`config.mk`:
```
export PLATFORM = sky130hd
export DESIGN_NAME = rc_receiver_input_monitor_top_flat
export DESIGN_NICKNAME = d
export VERILOG_FILES = /design/src/rcim_pkg.sv /design/src/rcim_if.sv /design/src/rc_receiver_input_monitor_top.sv /design/src/flat_wrapper.sv
export SDC_FILE = /design/constraint.sdc
export NUM_CORES = 1
export LEC_CHECK = 0
export BUFFER_PORTS_ARGS = -buffer_cell sky130_fd_sc_hd__buf_2
export CORE_UTILIZATION = 50
export DETAILED_ROUTE_END_ITERATION = 10
export HOLD_SLACK_MARGIN = 0.15
export PLACE_DENSITY = 0.78
export SETUP_SLACK_MARGIN = 0.4
export SLEW_MARGIN = 20
export SYNTH_ARGS = -nofsm -noshare
export SYNTH_HDL_FRONTEND = slang
export SYNTH_SLANG_ARGS = --single-unit
```
`constraint.sdc`:
```
create_clock -name clk -period 7.6 [get_ports clk]
set_input_delay 0.76 -clock clk [delete_from_list [all_inputs] [get_ports clk]]
set_output_delay 0.76 -clock clk [all_outputs]
set_load 0.01 [all_outputs]
```
`src/rcim_pkg.sv`:
```
// ----------------------------------------------------------------------------
// rcim_pkg
// Shared constants, codes and types of the receiver input monitor.
// ----------------------------------------------------------------------------
package rcim_pkg;

	localparam int CHANNEL_BITS_DEFAULT  = 12;
	localparam int SEQUENCE_BITS_DEFAULT = 8;

	localparam int CFG_INDEX_W = 2;
	localparam int CFG_DATA_W  = 16;
	localparam int MID_W       = 12;
	localparam int LONG_W      = 12;
	localparam int LOSS_W      = 16;
	localparam int PRESS_W     = 12;
	localparam int FRAMES_W    = 5;
	localparam int SWITCH_W    = 4;
	localparam int LED_W       = 2;
	localparam int BUTTON_W    = 2;
	localparam int REQ_W       = 2;

	localparam logic [MID_W-1:0]    MID_STICK_RESET   = MID_W'(512);
	localparam logic [LONG_W-1:0]   LONG_PRESS_RESET  = LONG_W'(150);
	localparam logic [LOSS_W-1:0]   PANIC_LIMIT_RESET = LOSS_W'(500);
	localparam logic [LOSS_W-1:0]   LOSS_RESET        = LOSS_W'(1000);
	localparam logic [LOSS_W-1:0]   LOSS_STEP         = LOSS_W'(10);
	localparam logic [FRAMES_W-1:0] TRIM_FRAMES       = FRAMES_W'(25);
	localparam logic [PRESS_W-1:0]  PRESS_CAP         = PRESS_W'(4000);

	typedef enum logic [CFG_INDEX_W-1:0] {
		REG_MID_STICK   = 2'd0,
		REG_LONG_PRESS  = 2'd1,
		REG_PANIC_LIMIT = 2'd2
	} reg_index_t;

	typedef enum logic [BUTTON_W-1:0] {
		BTN_TOGGLE = 2'd0,
		BTN_HOLD   = 2'd1,
		BTN_HOME   = 2'd2
	} button_mode_t;

	typedef enum logic [REQ_W-1:0] {
		REQ_HOLD   = 2'd0,
		REQ_RESUME = 2'd1,
		REQ_IDLE   = 2'd2,
		REQ_HOME   = 2'd3
	} request_code_t;

	typedef enum logic [LED_W-1:0] {
		LED_OFF   = 2'd0,
		LED_FLASH = 2'd2
	} led_mode_t;

endpackage

```
`src/rcim_if.sv`:
```
// ----------------------------------------------------------------------------
// rcim_if
// Valid/ready channels for receiver ticks and monitor results.
// ----------------------------------------------------------------------------
interface rcim_in_if #(
	parameter int CHANNEL_BITS = 12
);
	logic                    valid;
	logic                    ready;
	logic                    frame_valid;
	logic [CHANNEL_BITS-1:0] throttle_channel;
	logic [CHANNEL_BITS-1:0] roll_channel;
	logic [CHANNEL_BITS-1:0] pitch_channel;
	logic [CHANNEL_BITS-1:0] yaw_channel;
	logic [CHANNEL_BITS-1:0] aux_channel;
	logic [CHANNEL_BITS-1:0] flap_channel;
	logic                    is_armed;
	logic                    auto_mode;

	modport source (
		output valid, frame_valid, throttle_channel, roll_channel, pitch_channel,
		       yaw_channel, aux_channel, flap_channel, is_armed, auto_mode,
		input  ready
	);
	modport sink (
		input  valid, frame_valid, throttle_channel, roll_channel, pitch_channel,
		       yaw_channel, aux_channel, flap_channel, is_armed, auto_mode,
		output ready
	);
endinterface

interface rcim_out_if #(
	parameter int CHANNEL_BITS  = 12,
	parameter int SEQUENCE_BITS = 8
);
	logic                     valid;
	logic                     ready;
	logic [CHANNEL_BITS-1:0]  throttle_trim;
	logic [CHANNEL_BITS-1:0]  yaw_trim;
	logic                     aux_on;
	logic [1:0]               button_mode;
	logic                     request_valid;
	logic [1:0]               request_code;
	logic [SEQUENCE_BITS-1:0] request_count;
	logic                     rate_switch;
	logic [3:0]               extra_switches;
	logic                     link_critical;
	logic                     motor_cut;
	logic [1:0]               led_flash;

	modport source (
		output valid, throttle_trim, yaw_trim, aux_on, button_mode, request_valid,
		       request_code, request_count, rate_switch, extra_switches,
		       link_critical, motor_cut, led_flash,
		input  ready
	);
	modport sink (
		input  valid, throttle_trim, yaw_trim, aux_on, button_mode, request_valid,
		       request_code, request_count, rate_switch, extra_switches,
		       link_critical, motor_cut, led_flash,
		output ready
	);
endinterface

```
`src/rc_receiver_input_monitor_top.sv`:
```
// ----------------------------------------------------------------------------
// rc_receiver_input_monitor_top
// Per-tick receiver link monitor: link-loss counter, trims, switches, button.
// ----------------------------------------------------------------------------
//  channel   dir  handshake          word
//  in        in   valid/ready        one control tick of receiver channels
//  out       out  valid/ready        monitor flags and requests for that tick
//  config    in   write_enable only  reg_index, write_data
//
// One word is taken per cycle unless a stalled result blocks the input; its
// result is in the output register in the next cycle. The state update and the
// output register are one stage. A stalled result holds the output register and
// blocks the input only while it is full and not taken. Reset loads a high loss count: the link counts as lost.
module rc_receiver_input_monitor_top #(
	parameter int CHANNEL_BITS  = rcim_pkg::CHANNEL_BITS_DEFAULT,
	parameter int SEQUENCE_BITS = rcim_pkg::SEQUENCE_BITS_DEFAULT
) (
	input  logic                                clk,
	input  logic                                arst_n,
	rcim_in_if.sink                             in,
	rcim_out_if.source                          out,
	input  logic                                write_enable,
	input  logic [rcim_pkg::CFG_INDEX_W-1:0]    reg_index,
	input  logic [rcim_pkg::CFG_DATA_W-1:0]     write_data
);
	import rcim_pkg::*;

	localparam int CMP_W = (CHANNEL_BITS > MID_W) ? CHANNEL_BITS : MID_W;

	logic [MID_W-1:0]         mid_stick_q;
	logic [LONG_W-1:0]        long_press_q;
	logic [LOSS_W-1:0]        panic_limit_q;

	logic [LOSS_W-1:0]        loss_q;
	logic [FRAMES_W-1:0]      frames_q;
	logic [CHANNEL_BITS-1:0]  thr_trim_q;
	logic [CHANNEL_BITS-1:0]  yaw_trim_q;
	logic                     aux_q;
	logic [PRESS_W-1:0]       press_q;
	button_mode_t             button_q;
	logic [SEQUENCE_BITS-1:0] seq_q;
	logic                     rate_q;
	logic [SWITCH_W-1:0]      switch_q;
	logic                     critical_q;
	led_mode_t                led_q;

	logic                     res_valid_q;
	logic                     res_req_valid_q;
	request_code_t            res_req_code_q;
	logic                     res_cut_q;

	logic [LOSS_W-1:0]        loss_d;
	logic [FRAMES_W-1:0]      frames_d;
	logic [CHANNEL_BITS-1:0]  thr_trim_d;
	logic [CHANNEL_BITS-1:0]  yaw_trim_d;
	logic                     aux_d;
	logic [PRESS_W-1:0]       press_d;
	button_mode_t             button_d;
	logic [SEQUENCE_BITS-1:0] seq_d;
	logic                     rate_d;
	logic [SWITCH_W-1:0]      switch_d;
	logic                     critical_d;
	led_mode_t                led_d;
	logic                     req_valid_d;
	request_code_t            req_code_d;
	logic                     cut_d;

	logic                     in_acc;
	logic [CMP_W-1:0]         mid_ext;
	logic [CMP_W-1:0]         aux_ext;
	logic [CMP_W-1:0]         flap_ext;
	logic [LOSS_W:0]          loss_inc;

	assign in_acc   = in.valid && in.ready;
	assign in.ready = !res_valid_q || out.ready;
	assign mid_ext  = CMP_W'(mid_stick_q);
	assign aux_ext  = CMP_W'(in.aux_channel);
	assign flap_ext = CMP_W'(in.flap_channel);
	assign loss_inc = {1'b0, loss_q} + (LOSS_W + 1)'(1);

	always_ff @(posedge clk or negedge arst_n) begin
		if (!arst_n) begin
			mid_stick_q   <= MID_STICK_RESET;
			long_press_q  <= LONG_PRESS_RESET;
			panic_limit_q <= PANIC_LIMIT_RESET;
		end else if (write_enable) begin
			unique case (reg_index_t'(reg_index))
				REG_MID_STICK:   mid_stick_q   <= write_data[MID_W-1:0];
				REG_LONG_PRESS:  long_press_q  <= write_data[LONG_W-1:0];
				REG_PANIC_LIMIT: panic_limit_q <= write_data[LOSS_W-1:0];
				default: ;
			endcase
		end
	end

	always_comb begin
		loss_d      = loss_q;
		frames_d    = frames_q;
		thr_trim_d  = thr_trim_q;
		yaw_trim_d  = yaw_trim_q;
		aux_d       = aux_q;
		press_d     = press_q;
		button_d    = button_q;
		seq_d       = seq_q;
		rate_d      = rate_q;
		switch_d    = switch_q;
		critical_d  = critical_q;
		led_d       = led_q;
		req_valid_d = 1'b0;
		req_code_d  = REQ_HOLD;
		cut_d       = 1'b0;
		if (in.frame_valid) begin
			if (loss_q > LOSS_STEP) begin
				loss_d = loss_q - LOSS_STEP;
				if (in.is_armed) begin
					critical_d = 1'b0;
				end
			end
			if (frames_q < TRIM_FRAMES) begin
				thr_trim_d = in.throttle_channel;
				yaw_trim_d = in.yaw_channel;
				frames_d   = frames_q + FRAMES_W'(1);
			end
			aux_d = !(aux_ext > mid_ext);
			if (flap_ext > mid_ext) begin
				press_d = (press_q >= PRESS_CAP) ? PRESS_CAP : press_q + PRESS_W'(1);
			end
			if (flap_ext < mid_ext && press_q != '0) begin
				if (press_q <= long_press_q) begin
					if (button_q == BTN_TOGGLE || button_q == BTN_HOME) begin
						button_d   = BTN_HOLD;
						req_code_d = REQ_HOLD;
					end else begin
						button_d   = BTN_TOGGLE;
						req_code_d = in.auto_mode ? REQ_RESUME : REQ_IDLE;
					end
				end else begin
					button_d   = BTN_HOME;
					req_code_d = REQ_HOME;
				end
				press_d     = '0;
				req_valid_d = 1'b1;
				seq_d       = seq_q + SEQUENCE_BITS'(1);
			end
			if (in.aux_channel[3:0] == 4'd0 && in.flap_channel[3:0] == 4'd0) begin
				rate_d   = in.aux_channel[4];
				switch_d = in.flap_channel[7:4];
			end
			led_d = LED_OFF;
		end else begin
			if (loss_inc > {1'b0, panic_limit_q}) begin
				loss_d = panic_limit_q;
				if (in.is_armed) begin
					cut_d      = 1'b1;
					critical_d = 1'b1;
				end
				led_d = LED_FLASH;
			end else begin
				loss_d = loss_inc[LOSS_W-1:0];
			end
		end
	end

	always_ff @(posedge clk or negedge arst_n) begin
		if (!arst_n) begin
			loss_q      <= LOSS_RESET;
			frames_q    <= '0;
			thr_trim_q  <= '0;
			yaw_trim_q  <= '0;
			aux_q       <= 1'b0;
			press_q     <= '0;
			button_q    <= BTN_TOGGLE;
			seq_q       <= '0;
			rate_q      <= 1'b0;
			switch_q    <= '0;
			critical_q  <= 1'b0;
			led_q       <= LED_OFF;
		end else if (in_acc) begin
			loss_q      <= loss_d;
			frames_q    <= frames_d;
			thr_trim_q  <= thr_trim_d;
			yaw_trim_q  <= yaw_trim_d;
			aux_q       <= aux_d;
			press_q     <= press_d;
			button_q    <= button_d;
			seq_q       <= seq_d;
			rate_q      <= rate_d;
			switch_q    <= switch_d;
			critical_q  <= critical_d;
			led_q       <= led_d;
		end
	end

	always_ff @(posedge clk or negedge arst_n) begin
		if (!arst_n) begin
			res_valid_q <= 1'b0;
		end else if (in.ready) begin
			res_valid_q <= in.valid;
		end
	end

	always_ff @(posedge clk) begin
		if (in_acc) begin
			res_req_valid_q <= req_valid_d;
			res_req_code_q  <= req_code_d;
			res_cut_q       <= cut_d;
		end
	end

	assign out.valid          = res_valid_q;
	assign out.throttle_trim  = thr_trim_q;
	assign out.yaw_trim       = yaw_trim_q;
	assign out.aux_on         = aux_q;
	assign out.button_mode    = button_q;
	assign out.request_valid  = res_req_valid_q;
	assign out.request_code   = res_req_code_q;
	assign out.request_count  = seq_q;
	assign out.rate_switch    = rate_q;
	assign out.extra_switches = switch_q;
	assign out.link_critical  = critical_q;
	assign out.motor_cut      = res_cut_q;
	assign out.led_flash      = led_q;

	a_accept_gives_result: assert property (@(posedge clk) disable iff (!arst_n)
		in_acc |=> res_valid_q)
		else $error("accepted word produced no result");

	a_cut_is_critical: assert property (@(posedge clk) disable iff (!arst_n)
		(res_valid_q && res_cut_q) |-> (critical_q && led_q == LED_FLASH))
		else $error("motor cut without critical flag and flashing LED");

	a_missing_no_request: assert property (@(posedge clk) disable iff (!arst_n)
		(in_acc && !in.frame_valid) |=> !res_req_valid_q)
		else $error("request issued on a missing frame");

	a_press_capped: assert property (@(posedge clk) disable iff (!arst_n)
		press_q <= PRESS_CAP)
		else $error("press counter beyond cap");

endmodule

```
`src/flat_wrapper.sv`:
```
// flat-port wrapper written by rule: the top's interface ports become plain ports
module rc_receiver_input_monitor_top_flat import rcim_pkg::*;
#(
	parameter int CHANNEL_BITS  = rcim_pkg::CHANNEL_BITS_DEFAULT,
	parameter int SEQUENCE_BITS = rcim_pkg::SEQUENCE_BITS_DEFAULT
)
  (clk, arst_n, write_enable, reg_index, write_data, in_valid, in_frame_valid, in_throttle_channel, in_roll_channel, in_pitch_channel, in_yaw_channel, in_aux_channel, in_flap_channel, in_is_armed, in_auto_mode, in_ready, out_valid, out_throttle_trim, out_yaw_trim, out_aux_on, out_button_mode, out_request_valid, out_request_code, out_request_count, out_rate_switch, out_extra_switches, out_link_critical, out_motor_cut, out_led_flash, out_ready);
  rcim_in_if #(.CHANNEL_BITS(CHANNEL_BITS)) in_i ();
  rcim_out_if #(.CHANNEL_BITS(CHANNEL_BITS), .SEQUENCE_BITS(SEQUENCE_BITS)) out_i ();
  input  logic clk;
  input  logic arst_n;
  input  logic write_enable;
  input  logic [rcim_pkg::CFG_INDEX_W-1:0] reg_index;
  input  logic [rcim_pkg::CFG_DATA_W-1:0] write_data;
  input wire logic [$bits(in_i.valid)-1:0] in_valid;
  input wire logic [$bits(in_i.frame_valid)-1:0] in_frame_valid;
  input wire logic [$bits(in_i.throttle_channel)-1:0] in_throttle_channel;
  input wire logic [$bits(in_i.roll_channel)-1:0] in_roll_channel;
  input wire logic [$bits(in_i.pitch_channel)-1:0] in_pitch_channel;
  input wire logic [$bits(in_i.yaw_channel)-1:0] in_yaw_channel;
  input wire logic [$bits(in_i.aux_channel)-1:0] in_aux_channel;
  input wire logic [$bits(in_i.flap_channel)-1:0] in_flap_channel;
  input wire logic [$bits(in_i.is_armed)-1:0] in_is_armed;
  input wire logic [$bits(in_i.auto_mode)-1:0] in_auto_mode;
  output wire logic [$bits(in_i.ready)-1:0] in_ready;
  output wire logic [$bits(out_i.valid)-1:0] out_valid;
  output wire logic [$bits(out_i.throttle_trim)-1:0] out_throttle_trim;
  output wire logic [$bits(out_i.yaw_trim)-1:0] out_yaw_trim;
  output wire logic [$bits(out_i.aux_on)-1:0] out_aux_on;
  output wire logic [$bits(out_i.button_mode)-1:0] out_button_mode;
  output wire logic [$bits(out_i.request_valid)-1:0] out_request_valid;
  output wire logic [$bits(out_i.request_code)-1:0] out_request_code;
  output wire logic [$bits(out_i.request_count)-1:0] out_request_count;
  output wire logic [$bits(out_i.rate_switch)-1:0] out_rate_switch;
  output wire logic [$bits(out_i.extra_switches)-1:0] out_extra_switches;
  output wire logic [$bits(out_i.link_critical)-1:0] out_link_critical;
  output wire logic [$bits(out_i.motor_cut)-1:0] out_motor_cut;
  output wire logic [$bits(out_i.led_flash)-1:0] out_led_flash;
  input wire logic [$bits(out_i.ready)-1:0] out_ready;
  assign in_i.valid = in_valid;
  assign in_i.frame_valid = in_frame_valid;
  assign in_i.throttle_channel = in_throttle_channel;
  assign in_i.roll_channel = in_roll_channel;
  assign in_i.pitch_channel = in_pitch_channel;
  assign in_i.yaw_channel = in_yaw_channel;
  assign in_i.aux_channel = in_aux_channel;
  assign in_i.flap_channel = in_flap_channel;
  assign in_i.is_armed = in_is_armed;
  assign in_i.auto_mode = in_auto_mode;
  assign in_ready = in_i.ready;
  assign out_valid = out_i.valid;
  assign out_throttle_trim = out_i.throttle_trim;
  assign out_yaw_trim = out_i.yaw_trim;
  assign out_aux_on = out_i.aux_on;
  assign out_button_mode = out_i.button_mode;
  assign out_request_valid = out_i.request_valid;
  assign out_request_code = out_i.request_code;
  assign out_request_count = out_i.request_count;
  assign out_rate_switch = out_i.rate_switch;
  assign out_extra_switches = out_i.extra_switches;
  assign out_link_critical = out_i.link_critical;
  assign out_motor_cut = out_i.motor_cut;
  assign out_led_flash = out_i.led_flash;
  assign out_i.ready = out_ready;
  rc_receiver_input_monitor_top #(.CHANNEL_BITS(CHANNEL_BITS), .SEQUENCE_BITS(SEQUENCE_BITS)) u_core (.clk(clk), .arst_n(arst_n), .in(in_i), .out(out_i), .write_enable(write_enable), .reg_index(reg_index), .write_data(write_data));
endmodule
```
# Word level (Yosys, flattened, before mapping)
# Index checks and enable logic that the tools add are counted.
# totals
elab_cells	84
regBits	121
out_inout_bits	49
# op_classes
eq_ne	4
n_bitwise	1
n_lt_le_gt_ge	8
addsub	5
n_reduce_logical	27
mux	20
# op_table
cell	count
$mux 16	3
$mux 12	3
$gt 12x12->1	2
$add 16x1->17 const B	1
$gt 17x16->1	1
$gt 16x4->1 const B	1
$sub 16x4->16 const B	1
$reduce_and 2->1	7
$add 12x1->12 const B	1
$ge 12x12->1 const B	1
$le 12x12->1	1
$lt 12x12->1	1
$mux 2	6
$reduce_and 3->1	4
$reduce_bool 12->1	1
$add 8x1->8 const B	1
$logic_not 4->1	2
$mux 1	8
$add 5x1->5 const B	1
$lt 5x5->1 const B	1
$eq 2x2->1 const B	2
$logic_not 2->1	2
$reduce_and 4->1	1
$reduce_bool 2->1	2
other kinds (7)	11

# Logic depth before layout (Yosys ltp)
# logic_depth
word_depth	4
ltp_mapped	14
ltp_nobuf	12

# Worst setup path before layout
# Ideal clock, no wire load.
# synth_timing
path_kind	flip-flop to flip-flop
start	reg u_core.loss_q[6]
end	reg u_core.loss_q[4]
setup_ns	0.126
synth_period_minus_slack_ns	3.664
required_ns	7.474
setup_slack_ns	3.936
path_stages_with_launch	13
n_path_buf	1
arrival_time_ns	3.538
path_cell_list	dfstp_2 -> clkbuf_1 -> nand3_1 -> nor3_1 -> nand3_1 -> xnor2_1 -> ha_1 -> a21oi_1 -> o211ai_1 -> or2_2 -> o211ai_1 -> nand2_1 -> a311o_1
# synth_via
elab_chain_len	4
word_cells_on_any_way	7
cone_classes	add/sub: 1; order compare: 2; eq/ne: 1; mux: 2; reduce/logical: 1
# synth_lines
item	line_no	rtl
start: declaration	rc_receiver_input_monitor_top.sv:34	logic [LOSS_W-1:0] loss_q;
start signal: assignment	rc_receiver_input_monitor_top.sv:179	loss_q <= loss_d;
$add 16x1->17	rc_receiver_input_monitor_top.sv:79	assign loss_inc = {1'b0, loss_q} + (LOSS_W + 1)'(1);
$gt 17x16->1	rc_receiver_input_monitor_top.sv:151	if (loss_inc > {1'b0, panic_limit_q}) begin
$mux 16	rc_receiver_input_monitor_top.sv:151	
$mux 16	rc_receiver_input_monitor_top.sv:112	if (in.frame_valid) begin
# Parallel ways exist; a longest one is shown, timed or not.
# A chain may end at the register's enable or synchronous reset.

# Worst setup path after layout
# layout_timing
start	reg u_core.loss_q[1]
end	reg u_core.loss_q[4]
# Same word-level chain as after synthesis.

==> impl_metrics.yaml <==
run_status:
  status: "completed"
timing:
  grt_setup_unrepaired: "false"
  maxSlewViolCount: 0
  fin_crit_sh_pct: 58.77
  max_freq_mhz: 223.9
  finalHoldViolCount: 0
  min_period_ns: 4.466
  max-slew-margin-rel_pct: 26.02
  skew_ns: 0.009560
  setup_viol: 0
  tightestPinTransition_ns: 1.106
  finalSetupTns_ns: 0
clock_tree:
  cts_buffer_depth: 2
  cts.repair.resized: 0
  clkTransAtPathRegs_ns: 0.06
  cts_tree: "done"
  post_cts_buffers: 0
  clkSinkCount: 120
  cts_hold_buf: 0
  htree_levels: 4
  clkLatencyLatePin_ns: 0.42
  cts_buffers: 17
  cts_root_buf: "clkbuf_16"
global_routing:
  grt_pass1_wl_um: 28050
  antenna_found_initial: 0
  grt_pass1_vias: 5821
  grt_max_degree: 66
  grt.overflow.total: 0
  grt_usage_pct: 24.47
place:
  io_buffers: 121
  place_congestion: 0.8300
  dp_hpwl_um: 12140
yosys:
  avgSynthCellArea_sq_um: 9.987
  syn-num-nets: 875
  synth-main-ff-cell: "dfrtp_1"
  ys_seq_elements: 120
  yosysWarningCount: 0
  synth_area_sq_mm: 0.007161
  post_synth_num_cell_types: 58
  yosysSeqAreaShare_pct: 42.51
  synthCells: 717
  synth-edff-count: 4
  postSynth.asyncResetShare_pct: 96.67
worst_setup_path:
  end_kind: "flop"
  path_cells: "ha_1 -> nand4_1 -> nor3_1 -> nand3_1 -> xnor2_1 -> ha_1 -> a21oi_1 -> o211ai_1 -> or2_2 -> o211ai_1 -> nand2_1 -> a311o_1"
  startpoint_type: "flop"
  crit_slowest_cell: "nor3_1"
  critical_path.max_stage_delay_ns: 0.61
  arrival_ns: 4.76
  crit_fanout: 9
  cp.required_ns: 7.90
  critPathKind: "flop to flop"
route:
  viasPerCell: 5.796
  wirelength_um: 16830
  drc: 0
  wl_per_cell_um: 16.57
  ant_nets: 0
  drt_first_pass_iters: 5
  drtIter0Drc: 504
  vias: 5889
cells_and_area:
  area_delta_synth_final_pct: 18.40
  final_util_pct: 60.84
  fin_nets: 981
  antenna_cells: 0
  drive_gt1_share_pct: 29.90
min_path:
  hp-class: "input port to asynchronous set/reset pin"
power_and_ir_drop:
  peakVddDrop_mv: 0.1781
  power_density_mw_per_mm2: 318.4
  p_leak_nw: 3.994
die:
  start_util_pct: 51.39
  die_w_um: 121.7
  die_height_um: 121.7
  die_area_sq_mm: 0.01480
  core_area_sq_mm: 0.01393
  io_pins: 147
  rows: 43
run:
  cap_viol_max_count: 0
==> cell type report <==
class	instances	area, sq um
inverters	58	217.7
repair buffers	125	638.1
clock inverters	13	178.9
multi-input cells	501	3741
flip-flops and latches	120	3044
well taps	180	225.2
clock buffers	19	432.9
fillers	1166	5456
==> cells by family after synthesis <==
| family | count (synthesis) | synth area share, % |
|---|---|---|
| fa+ha+maj | 60 | 10.48 |
| buf+inv | 96 | 5.347 |
| compound gates | 147 | 14.15 |
| simple gates | 209 | 15.08 |
| flops | 120 | 42.51 |
| xor+xnor | 24 | 2.936 |
| other cells | 1 | 0.05237 |
| mux | 60 | 9.436 |
==> power breakdown <==
group | switching, mW | leakage [nW] | total (mW) | internal [mW]
logic | 0.476 | 2.27 | 0.865 | 0.389
registers | 0.177 | 1.42 | 0.990 | 0.813
clock network | 0.298 | 0.300 | 0.845 | 0.546
total | 0.951 | 3.99 | 2.70 | 1.75
==> cell usage in the layout, fill, tap and decap left out, types with 5 or more instances in the layout <==
cell and instances:
a21oi_1 31, o21ai_0 32, or2_2 7, dfrtp_1 99, mux2_2 60, clkinv_2 5, buf_4 5, clkbuf_16 17
nand4_1 20, nand2b_1 7, nand2_1 59, nor2_1 17, o221a_2 6, a21o_1 9, o31ai_1 7, nor3_1 24
a22o_1 8, a311o_1 6, ha_1 60, xor2_1 10, or3_1 14, inv_1 58, o21ai_1 9, o311ai_0 5
o211ai_1 7, dfstp_2 17, nor4_1 5, nand3_1 31, xnor2_1 14, buf_2 120
==> flip-flops by register name, summed over array words and instances (netlist names), 2 cells and up <==
register / flops
u_core.loss_q: 16
u_core.out.request_code: 2
u_core.out.extra_switches: 4
u_core.out.yaw_trim: 12
u_core.mid_ext: 12
u_core.out.button_mode: 2
u_core.frames_q: 5
u_core.out.throttle_trim: 12
u_core.out.request_count: 8
u_core.panic_limit_q: 16
u_core.long_press_q: 12
u_core.press_q: 12
==> synthesized netlist by cell type, drive strengths merged, types with 8 or more instances <==
cell,count,area [sq um]
a21o,9,67.56
a21oi,31,155.2
a22o,8,70.07
buf,9,56.30
clkbuf,29,108.9
dfrtp,99,2477
dfstp,17,446.7
ha,60,750.7
inv,58,217.7
mux2,60,675.7
nand2,60,225.2
nand3,31,155.2
nand4,20,125.1
nor2,17,63.81
nor3,24,120.1
o21ai,41,205.2
or3,14,87.58
xnor2,14,122.6
xor2,10,87.58
==> layer usage <==
metal | GRT usage (%) | wire length (um) | part of all wire (%)
met4 | 8.642 | 254 | 1.5
met2 | 39.81 | 8134 | 48
met3 | 5.524 | 882 | 5.2
met5 | 0 | 0 | 0
met1 | 32.04 | 7563 | 45
==> stage by stage <==
step	power [mW]	cells	hold slack, ns	setup WS [ns]	cell area [sq um]
finish	2.700	1016	0.3775	3.134	8478
global route	2.879	1016	0.4329	2.778	8478
CTS	2.707	1016	0.4008	3.145	8476
detailed placement	1.849	984	0.4546	3.184	7864
global placement	1.815	984	0.4477	3.191	7864
floorplan	1.591	717	0.4309	3.936	7161
==> path summary, 6_finish.rpt <==
| path | startpoint | end | slack (ns) | depth (start not counted) |
|---|---|---|---|---|
| worst max-delay path | u_core.loss_q[1] | u_core.loss_q[4] | 3.13 | 12 |
| worst min-delay path | arst_n | u_core.out.link_critical | 0.38 | 1 |
| worst max register to register | u_core.loss_q[1] | u_core.loss_q[4] | 3.13 | 12 |
| worst min register to register | u_core.out.button_mode[1] | u_core.out.button_mode[1] | 0.49 | 2 |
| max in group asynchronous | arst_n | u_core.out.yaw_trim[11] | 5.92 | 2 |
| min in group clk | u_core.out.button_mode[1] | u_core.out.button_mode[1] | 0.49 | 2 |
==> critical path: cells and delay by family (launching register included) <==
kind / cells / cell delay, ns
flip-flops: 1 / 0.50
adder cells (fa/ha/maj): 2 / 0.56
AO/OA/AOI/OAI: 4 / 1.31
AND/OR/NAND/NOR: 5 / 1.72
XOR/XNOR: 1 / 0.25
Note: power is estimated with default switching activity, not from simulation.
